## config.mk

```make
export PLATFORM = sky130hd
export DESIGN_NAME = adc_average_window_alarm_core
export DESIGN_NICKNAME = d
export VERILOG_FILES = /design/src/rtl/core/aawa_pkg.sv /design/src/rtl/core/adc_average_window_alarm_core.sv
export VERILOG_INCLUDE_DIRS = /design/src /design/src/rtl/core
export SDC_FILE = /design/constraint.sdc
export NUM_CORES = 1
export LEC_CHECK = 0
export ABC_AREA = 1
export BUFFER_PORTS_ARGS = -buffer_cell sky130_fd_sc_hd__buf_2
export CORE_ASPECT_RATIO = 1.75
export CORE_MARGIN = 4
export CORE_UTILIZATION = 50
export CTS_CLUSTER_SIZE = 30
export DETAILED_ROUTE_END_ITERATION = 6
export MAX_ROUTING_LAYER = met4
export PLACE_DENSITY = 0.74
export SLEW_MARGIN = 25
export SYNTH_ARGS = -nofsm -noshare
export SYNTH_HDL_FRONTEND = slang
export SYNTH_SLANG_ARGS = --single-unit
```

## constraint.sdc

```tcl
create_clock -name clk -period 5.37 [get_ports clk]
set_input_delay 1.074 -clock clk [delete_from_list [all_inputs] [get_ports clk]]
set_output_delay 1.074 -clock clk [all_outputs]
set_load 0.05 [all_outputs]
```

## src/rtl/core/adc_average_window_alarm_core_macros.svh

```systemverilog
// Assertion macros shared by the averaging alarm core.
`ifndef ADC_AVERAGE_WINDOW_ALARM_CORE_MACROS_SVH
`define ADC_AVERAGE_WINDOW_ALARM_CORE_MACROS_SVH

`ifndef SYNTH

// Same-cycle implication, checked out of reset
`define AAWA_ASSERT_NOW(label, clk, rst, ante, cons) \
  label: assert property (@(posedge clk) disable iff (rst) (ante) |-> (cons)) \
    else $error("assertion failed: same-cycle check");

// Next-cycle implication, checked out of reset
`define AAWA_ASSERT_NEXT(label, clk, rst, ante, cons) \
  label: assert property (@(posedge clk) disable iff (rst) (ante) |=> (cons)) \
    else $error("assertion failed: next-cycle check");

`else

`define AAWA_ASSERT_NOW(label, clk, rst, ante, cons)
`define AAWA_ASSERT_NEXT(label, clk, rst, ante, cons)

`endif

`endif

```

## src/rtl/core/aawa_pkg.sv

```systemverilog
// Types and constants of the averaging window alarm core.
package aawa_pkg;

  // Averaging ring geometry
  localparam int LOG2_TAPS   = 5;
  localparam int TAPS        = 1 << LOG2_TAPS;
  localparam int SAMPLE_BITS = 12;
  localparam int SUM_BITS    = SAMPLE_BITS + LOG2_TAPS;
  localparam int COUNT_BITS  = 32;

  // Alarm hysteresis and watchdog gap
  localparam int HYSTERESIS = 50;
  localparam logic [SAMPLE_BITS-1:0] WATCH_GAP = SAMPLE_BITS'(100);

  // Register reset values
  localparam logic [SAMPLE_BITS-1:0] WATCH_HIGH_RST = SAMPLE_BITS'(2000);
  localparam logic [SAMPLE_BITS-1:0] ALARM_MAX_RST  = SAMPLE_BITS'(1489);
  localparam logic [SAMPLE_BITS-1:0] ALARM_MIN_RST  = SAMPLE_BITS'(992);

  // Register map
  localparam int CFG_INDEX_BITS = 2;
  localparam logic [CFG_INDEX_BITS-1:0] REG_WATCH_HIGH = CFG_INDEX_BITS'(0);
  localparam logic [CFG_INDEX_BITS-1:0] REG_ALARM_MAX  = CFG_INDEX_BITS'(1);
  localparam logic [CFG_INDEX_BITS-1:0] REG_ALARM_MIN  = CFG_INDEX_BITS'(2);

  // Item commands
  localparam logic CMD_SAMPLE = 1'b0;
  localparam logic CMD_EDGE   = 1'b1;

  typedef struct packed {
    logic                   command;
    logic [SAMPLE_BITS-1:0] sample;
    logic                   power_pin;
  } req_item_t;

  typedef struct packed {
    logic [SAMPLE_BITS-1:0] average;
    logic [SAMPLE_BITS-1:0] alarm;
    logic                   lamp_on;
    logic [COUNT_BITS-1:0]  low_count;
    logic [COUNT_BITS-1:0]  high_count;
    logic                   button_state;
  } rsp_item_t;

endpackage

```

## src/rtl/core/adc_average_window_alarm_core.sv

```systemverilog
// Moving-average window alarm with raw watchdog, pin counters and button bit.
//
//   channel  direction  handshake             payload
//   req      in         req_valid/req_stall   req_item (command, sample, power_pin)
//   rsp      out        rsp_valid/rsp_stall   rsp_item (average ... button_state)
//   cfg      in         cfg_valid/cfg_ready   cfg_index, cfg_data
//
// One item per cycle sustained while the result side is not stalled; each item passes
// the ring memory read register, then the update and result register.
// Reset (rst, synchronous) clears the ring valid bits, sum, pointer and flags;
// registers return to their reset values. No clearing pass is needed.
// A stalled result holds the update stage, which then stalls the request side.
`include "adc_average_window_alarm_core_macros.svh"

module adc_average_window_alarm_core (
  input  logic                                          clk,
  input  logic                                          rst,
  input  logic                                          req_valid,
  output logic                                          req_stall,
  input  aawa_pkg::req_item_t                           req_item,
  output logic                                          rsp_valid,
  input  logic                                          rsp_stall,
  output aawa_pkg::rsp_item_t                           rsp_item,
  input  logic                                          cfg_valid,
  output logic                                          cfg_ready,
  input  logic [aawa_pkg::CFG_INDEX_BITS-1:0]           cfg_index,
  input  logic [aawa_pkg::SAMPLE_BITS-1:0]              cfg_data
);

  localparam int SB = aawa_pkg::SAMPLE_BITS;
  localparam int WB = aawa_pkg::SAMPLE_BITS + 2;
  localparam logic [WB-1:0] HYST_W = WB'(aawa_pkg::HYSTERESIS);

  // Configuration registers
  logic [SB-1:0] watch_high;
  logic [SB-1:0] alarm_max;
  logic [SB-1:0] alarm_min;

  // Ring memory and its per-entry valid bits
  logic [SB-1:0]                 ring_mem [aawa_pkg::TAPS];
  logic [SB-1:0]                 rd_data;
  logic [aawa_pkg::TAPS-1:0]     ring_valid;
  logic [aawa_pkg::LOG2_TAPS-1:0] ring_pointer;

  // Block state
  logic [aawa_pkg::SUM_BITS-1:0]   running_sum;
  logic                            alarm_flag;
  logic                            lamp_state;
  logic [aawa_pkg::COUNT_BITS-1:0] low_counter;
  logic [aawa_pkg::COUNT_BITS-1:0] high_counter;
  logic                            button_bit;

  // Read stage
  logic                           s1_valid;
  aawa_pkg::req_item_t            s1_item;
  logic [aawa_pkg::LOG2_TAPS-1:0] s1_idx;

  // Handshake and update signals
  logic                            req_accept;
  logic                            s1_adv;
  logic                            s1_sample;
  logic [SB-1:0]                   old_sample;
  logic [aawa_pkg::SUM_BITS-1:0]   sum_next;
  logic [SB-1:0]                   avg_next;
  logic [SB-1:0]                   avg_now;
  logic [WB-1:0]                   avg_w;
  logic [WB-1:0]                   max_w;
  logic [WB-1:0]                   min_w;
  logic                            alarm_next;
  logic [SB-1:0]                   low_thr;
  logic                            lamp_next;
  logic [aawa_pkg::COUNT_BITS-1:0] low_next;
  logic [aawa_pkg::COUNT_BITS-1:0] high_next;

  assign cfg_ready  = 1'b1;
  assign s1_adv     = s1_valid && (!rsp_valid || !rsp_stall);
  assign req_stall  = s1_valid && !s1_adv;
  assign req_accept = req_valid && !req_stall;
  assign s1_sample  = (s1_item.command == aawa_pkg::CMD_SAMPLE);

  // Write configuration registers; unknown indexes are dropped
  always_ff @(posedge clk) begin
    if (rst) begin
      watch_high <= aawa_pkg::WATCH_HIGH_RST;
      alarm_max  <= aawa_pkg::ALARM_MAX_RST;
      alarm_min  <= aawa_pkg::ALARM_MIN_RST;
    end else if (cfg_valid && cfg_ready) begin
      case (cfg_index)
        aawa_pkg::REG_WATCH_HIGH: watch_high <= cfg_data;
        aawa_pkg::REG_ALARM_MAX:  alarm_max  <= cfg_data;
        aawa_pkg::REG_ALARM_MIN:  alarm_min  <= cfg_data;
        default: ;
      endcase
    end
  end

  // Ring memory: read the entry about to be replaced, write back on update
  always_ff @(posedge clk) begin
    if (s1_adv && s1_sample) begin
      ring_mem[s1_idx] <= s1_item.sample;
    end
    if (req_accept) begin
      rd_data <= ring_mem[ring_pointer];
    end
  end

  // Load the read stage and advance the ring pointer on sample items
  always_ff @(posedge clk) begin
    if (rst) begin
      s1_valid     <= 1'b0;
      ring_pointer <= '0;
    end else begin
      if (req_accept) begin
        s1_valid <= 1'b1;
      end else if (s1_adv) begin
        s1_valid <= 1'b0;
      end
      if (req_accept && req_item.command == aawa_pkg::CMD_SAMPLE) begin
        ring_pointer <= ring_pointer + 1'b1;
      end
    end
  end

  always_ff @(posedge clk) begin
    if (req_accept) begin
      s1_item <= req_item;
      s1_idx  <= ring_pointer;
    end
  end

  // Compute the updated sum, alarm, lamp and counters
  always_comb begin
    old_sample = ring_valid[s1_idx] ? rd_data : '0;
    sum_next   = running_sum + aawa_pkg::SUM_BITS'(s1_item.sample)
                 - aawa_pkg::SUM_BITS'(old_sample);
    avg_next   = sum_next[aawa_pkg::SUM_BITS-1 -: SB];
    avg_now    = running_sum[aawa_pkg::SUM_BITS-1 -: SB];
    avg_w      = WB'(avg_next);
    max_w      = WB'(alarm_max);
    min_w      = WB'(alarm_min);
    if (alarm_flag) begin
      alarm_next = (avg_w + HYST_W > max_w) || (avg_w < min_w + HYST_W);
    end else begin
      alarm_next = (avg_w > max_w) || (avg_w < min_w);
    end
    low_thr = watch_high - aawa_pkg::WATCH_GAP;
    if (s1_item.sample > watch_high) begin
      lamp_next = 1'b0;
    end else if (s1_item.sample < low_thr) begin
      lamp_next = 1'b1;
    end else begin
      lamp_next = lamp_state;
    end
    low_next  = low_counter + (s1_item.power_pin ? 32'd0 : 32'd1);
    high_next = high_counter + (s1_item.power_pin ? 32'd1 : 32'd0);
  end

  // Commit the update stage
  always_ff @(posedge clk) begin
    if (rst) begin
      ring_valid   <= '0;
      running_sum  <= '0;
      alarm_flag   <= 1'b0;
      lamp_state   <= 1'b0;
      low_counter  <= '0;
      high_counter <= '0;
      button_bit   <= 1'b0;
    end else if (s1_adv) begin
      if (s1_sample) begin
        ring_valid[s1_idx] <= 1'b1;
        running_sum        <= sum_next;
        alarm_flag         <= alarm_next;
        lamp_state         <= lamp_next;
        low_counter        <= low_next;
        high_counter       <= high_next;
      end else begin
        button_bit   <= ~button_bit;
        low_counter  <= '0;
        high_counter <= '0;
      end
    end
  end

  // Result register
  always_ff @(posedge clk) begin
    if (rst) begin
      rsp_valid <= 1'b0;
    end else if (s1_adv) begin
      rsp_valid <= 1'b1;
    end else if (!rsp_stall) begin
      rsp_valid <= 1'b0;
    end
  end

  always_ff @(posedge clk) begin
    if (s1_adv) begin
      if (s1_sample) begin
        rsp_item.average      <= avg_next;
        rsp_item.alarm        <= SB'(alarm_next);
        rsp_item.lamp_on      <= lamp_next;
        rsp_item.low_count    <= low_next;
        rsp_item.high_count   <= high_next;
        rsp_item.button_state <= button_bit;
      end else begin
        rsp_item.average      <= avg_now;
        rsp_item.alarm        <= SB'(alarm_flag);
        rsp_item.lamp_on      <= lamp_state;
        rsp_item.low_count    <= '0;
        rsp_item.high_count   <= '0;
        rsp_item.button_state <= ~button_bit;
      end
    end
  end

  `AAWA_ASSERT_NOW(a_alarm_is_bit, clk, rst, rsp_valid, rsp_item.alarm[SB-1:1] == '0)
  `AAWA_ASSERT_NEXT(a_edge_clears_counts, clk, rst, s1_adv && !s1_sample, rsp_item.low_count == '0 && rsp_item.high_count == '0)
  `AAWA_ASSERT_NEXT(a_pointer_step, clk, rst, req_accept && req_item.command == aawa_pkg::CMD_SAMPLE, ring_pointer == $past(ring_pointer) + 1'b1)
  `AAWA_ASSERT_NEXT(a_read_holds, clk, rst, s1_valid && !s1_adv, s1_valid && $stable(rd_data) && $stable(s1_idx))

endmodule
```

==> results.md <==
* Worst Hold Slack at 468 ps
* Total iterations of the first detailed-routing run at 6
* Worst path most repeated cell: sky130_fd_sc_hd__nand2_1
* Type of the worst setup path: reg2reg
* Clock latency of the later-clocked register in the worst-skew pair at between 600 and 700 ps
* FFs w/ async S/R, synth at 0%
* Capturing point of the worst reg2reg path: rsp_item[66]
* Synthesized area at about 30000 µm²
* Layout cell share with drive strength beyond 1 at between 10% and 20%
* Count of pins on the block boundary at between 100 and 150
* Violated checks: setup timing
* Kind of start point of the critical path: flip-flop
* Global placer's final weighted congestion at between 0.9 and 1
* Final setup vio count at 1
* Via count at 22400
* Slew @ Worst Pin at ~1000 ps
* Register-to-register setup slack at -40 ps
* Final instance area at 33900 µm²
* Max-Cap Viols at 0
* DRC Markers at 0
* EDFF count, synth at a little under 500
* # H-tree levels at 2
* Via-to-Cell Ratio at roughly 5.7
* GR Util All Layers at between 20% and 30%
* Placement-stage cell area at around 31000 µm²
* Final clock period utilization by the worst path at 101%
* Via count of the first global-routing pass at 22400
* Adder-cell share of the synthesized area at between 4 and 5%
* Wire length of the first global-routing pass at 122 mm
* WHS Endpoint: alarm_min[0]
* Final Critical Period at between 5000 and 6000 ps
* Hold-critical path depth at 2
* Final ANT Viol Nets at 0
* Final clock skew at 39.1 ps
* Setup repair after global routing missed its margin: true
* First-iteration detailed-routing DRC count at between 1500 and 2000
* Mapped Avg Cell Area at slightly above 10 µm²
* Number of antenna violations at the first check in global routing at 1
* Slew HR at between 30% and 40%
* Slew Limit Fails at 0
* Maximum number of pins on one net before global-route repair at 96
* Starting density of the core at roughly half
* Worst R2R Path Depth at 40
* Remaining Overflow, GRT at 0
* Highest-delay cell along the critical path: sky130_fd_sc_hd__edfxtp_1
* Die footprint at 63500 µm²
* Row count at roughly 120
* Max Clock Freq at 185 MHz
* Per-cell routed wire length at ~21 µm
* Horizontal die dimension at 192 µm
* Clock Sinks at about 650
* Yosys Warn Count at 0
* Number of port buffers at 113
* Area growth, synth to finish at 14.1%
* Peak supply drop at ~0.00027 V
* Run status: complete, but fails checks
* Distinct cells, synth at 56
* CTS buffer count at 57
* Xor/xnor share of the synthesized area at 1.30%
* Static power due to leakage at about 0.013 µW
* Total Routed Length at 80.6 mm
* Post-synthesis compound-gate area fraction at between 10% and 20%
* Number of nets in the layout at approximately 3200
* Total core area at around 59000 µm²
* Worst hold-check path type: reg2reg
* Clock Root Buffer: sky130_fd_sc_hd__clkbuf_16
* Worst reg2reg startpoint: s1_idx[1]
* Vertical extent of the die at 330 µm
* Simple logic cell fraction of the synthesized area at between 10% and 20%
* Post-layout worst setup margin at -40.7 ps
* Final Power at 11800 µW
* Req. time, crit path at 5710 ps
* Cell Pwr Density at between 300 and 400 nW/µm²
* Worst Min Path Start: alarm_min[0]
* CTS tree: done
* Register bit count reported by yosys at 653
* Arrival time reported for the critical path endpoint at 5750 ps
* CTS Buffer Depth at 3
* Endpoint kind of the worst setup timing path: flip-flop
* Final-report hold violation count at 0
* Clock Pin Slew Worst Setup and Hold Paths at approximately 70 ps
* Fraction of synthesized area in multiplexers at 0%
* Maximum fanout along the worst path at 8
* Main synth FF type: sky130_fd_sc_hd__edfxtp_1
* Dpl hpwl at 53.7 mm
* Combinational family with the most area after synthesis: simple AND/OR/NAND/NOR gates
* Number of instances in the synthesized netlist at just under 3000
* Post-synthesis sequential area ratio at between 60 and 70%
* Delay of the slowest cell on the worst path at 460 ps
## how the worst max path moves through the flow
stage / depth (start not counted) / slack [ps] / to / from
floorplan: 36 / 280 / rsp_item[66] / s1_idx[1]
finish: 40 / -40 / rsp_item[66] / s1_idx[1]
global route: 41 / -340 / rsp_item[66] / s1_idx[1]
CTS: 38 / 6 / rsp_item[66] / s1_idx[1]
detailed placement: 38 / -230 / rsp_item[66] / s1_idx[1]
global placement: 38 / -30 / rsp_item[66] / s1_idx[1]
## placed cells by master (no fill, tap or decap), drive strengths merged, types with 4 or more instances in the layout
cell type	instances
a21oi	171
a211oi	10
nor2	431
nand3	92
nand3b	6
edfxtp	494
xnor2	10
conb	12
o22ai	60
o21ai	315
or2	6
bufinv	4
inv	324
o211ai	31
nand2	376
buf	225
ha	91
clkinv	22
dfxtp	159
fa	12
nor3	56
clkbuf	77
xor2	28
o221ai	36
a31oi	7
nor4	14
a22oi	15
nand4	38
## worst max-delay path: cells and delay by family (launching register included)
family                     cells  cell delay [ps]
adders and majority gates      3              960
and+or+nand+nor               23             1970
buffers and inverters          5              610
DFF                            1              460
AOI/OAI and AO/OA              9             1090
## synthesized netlist by cell type (3+ instances only)
cell type	count	area share [%]
sky130_fd_sc_hd__nor4_1	13	0.27
sky130_fd_sc_hd__o211ai_1	31	0.78
sky130_fd_sc_hd__xor2_1	24	0.71
sky130_fd_sc_hd__xnor2_1	10	0.29
sky130_fd_sc_hd__buf_2	6	0.10
sky130_fd_sc_hd__nor2_1	406	5.1
sky130_fd_sc_hd__edfxtp_1	494	50
sky130_fd_sc_hd__nand3b_1	5	0.13
sky130_fd_sc_hd__dfxtp_1	159	11
sky130_fd_sc_hd__nand2_2	14	0.29
sky130_fd_sc_hd__nand4_1	38	0.80
sky130_fd_sc_hd__nand3_1	87	1.5
sky130_fd_sc_hd__ha_1	91	3.8
sky130_fd_sc_hd__or2_2	6	0.13
sky130_fd_sc_hd__o21a_1	3	0.076
sky130_fd_sc_hd__nand3_2	5	0.17
sky130_fd_sc_hd__o22ai_1	60	1.3
sky130_fd_sc_hd__nor2_4	6	0.23
sky130_fd_sc_hd__nand2_1	360	4.6
sky130_fd_sc_hd__a31oi_1	7	0.15
sky130_fd_sc_hd__fa_1	12	0.81
sky130_fd_sc_hd__inv_1	305	3.9
sky130_fd_sc_hd__clkbuf_1	116	1.5
sky130_fd_sc_hd__a21oi_1	169	2.8
sky130_fd_sc_hd__o21ai_0	305	5.1
sky130_fd_sc_hd__o221ai_1	36	1.1
sky130_fd_sc_hd__buf_4	12	0.30
sky130_fd_sc_hd__inv_2	14	0.18
sky130_fd_sc_hd__a211oi_1	9	0.23
sky130_fd_sc_hd__a22oi_1	15	0.38
sky130_fd_sc_hd__o21ai_1	9	0.15
sky130_fd_sc_hd__nor3_1	54	0.91
sky130_fd_sc_hd__nor2_2	19	0.40
sky130_fd_sc_hd__buf_1	6	0.076
## area by class of cell
| type | count | area [µm²] |
|---|---|---|
| Clock inverter | 31 | 344 |
| Multi-Input combinational cell | 1834 | 10200 |
| Sequential cell | 653 | 18000 |
| Fill cell | 4879 | 24700 |
| Tap cell | 773 | 967 |
| Inverter | 321 | 1220 |
| Antenna cell | 1 | 2.50 |
| Timing Repair Buffer | 225 | 1420 |
| Clock buffer | 77 | 1660 |
## registers in the layout, summed over array words and instances, names as in the netlist
signal,count
lamp_state,1
alarm_max,12
ring_mem,384
rd_data,12
running_sum,17
s1_item,14
rsp_item,79
s1_valid,1
rsp_valid,1
ring_pointer,5
ring_valid,32
s1_idx,5
alarm_flag,1
high_counter,32
low_counter,32
alarm_min,12
button_bit,1
watch_high,12
## power breakdown
part	internal (µW)	switching, µW
clock network	2400	1920
registers	5530	63.2
logic	644	1240
total	8580	3230
## layer usage
metal | track usage [%] | up-vias | routed length [µm]
met5 | - | - | 0
met3 | 2.94 | 290 | 4220
met2 | 44.9 | 841 | 41700
met4 | 17.8 | 0 | 6650
met1 | 26.2 | 10800 | 28000
li1 | - | 10500 | -
## through the flow
step                setup WS (ps)  utilization, %  cells  setup TNS (ps)
floorplan                     285               -   2948               0
global placement            -27.3            53.7   3796           -27.3
finish                      -40.7            57.8   3915           -40.7
detailed placement           -232            53.7   3796            -385
global route                 -344            57.8   3915            -551
CTS                          5.66            57.4   3907               0
## kinds of logic (layout without fill, tap and decap cells)
kind of cell,count (synthesis),in the layout
AO/OA/AOI/OAI,659,659
AND/OR/NAND/NOR,1022,1022
other,2,13
buffers and inverters,461,654
adder cells (fa/ha/maj),103,103
XOR/XNOR,38,38
flip-flops,653,653
## timing repair
item                                    CTS  global route
endpoints found under the setup margin    2             2
buffers inserted                          3             7
gates resized for setup                  18            58
hold buffers                              0             0
pin swaps                                 4            27
No activity file was read; power rests on OpenSTA's default activity.
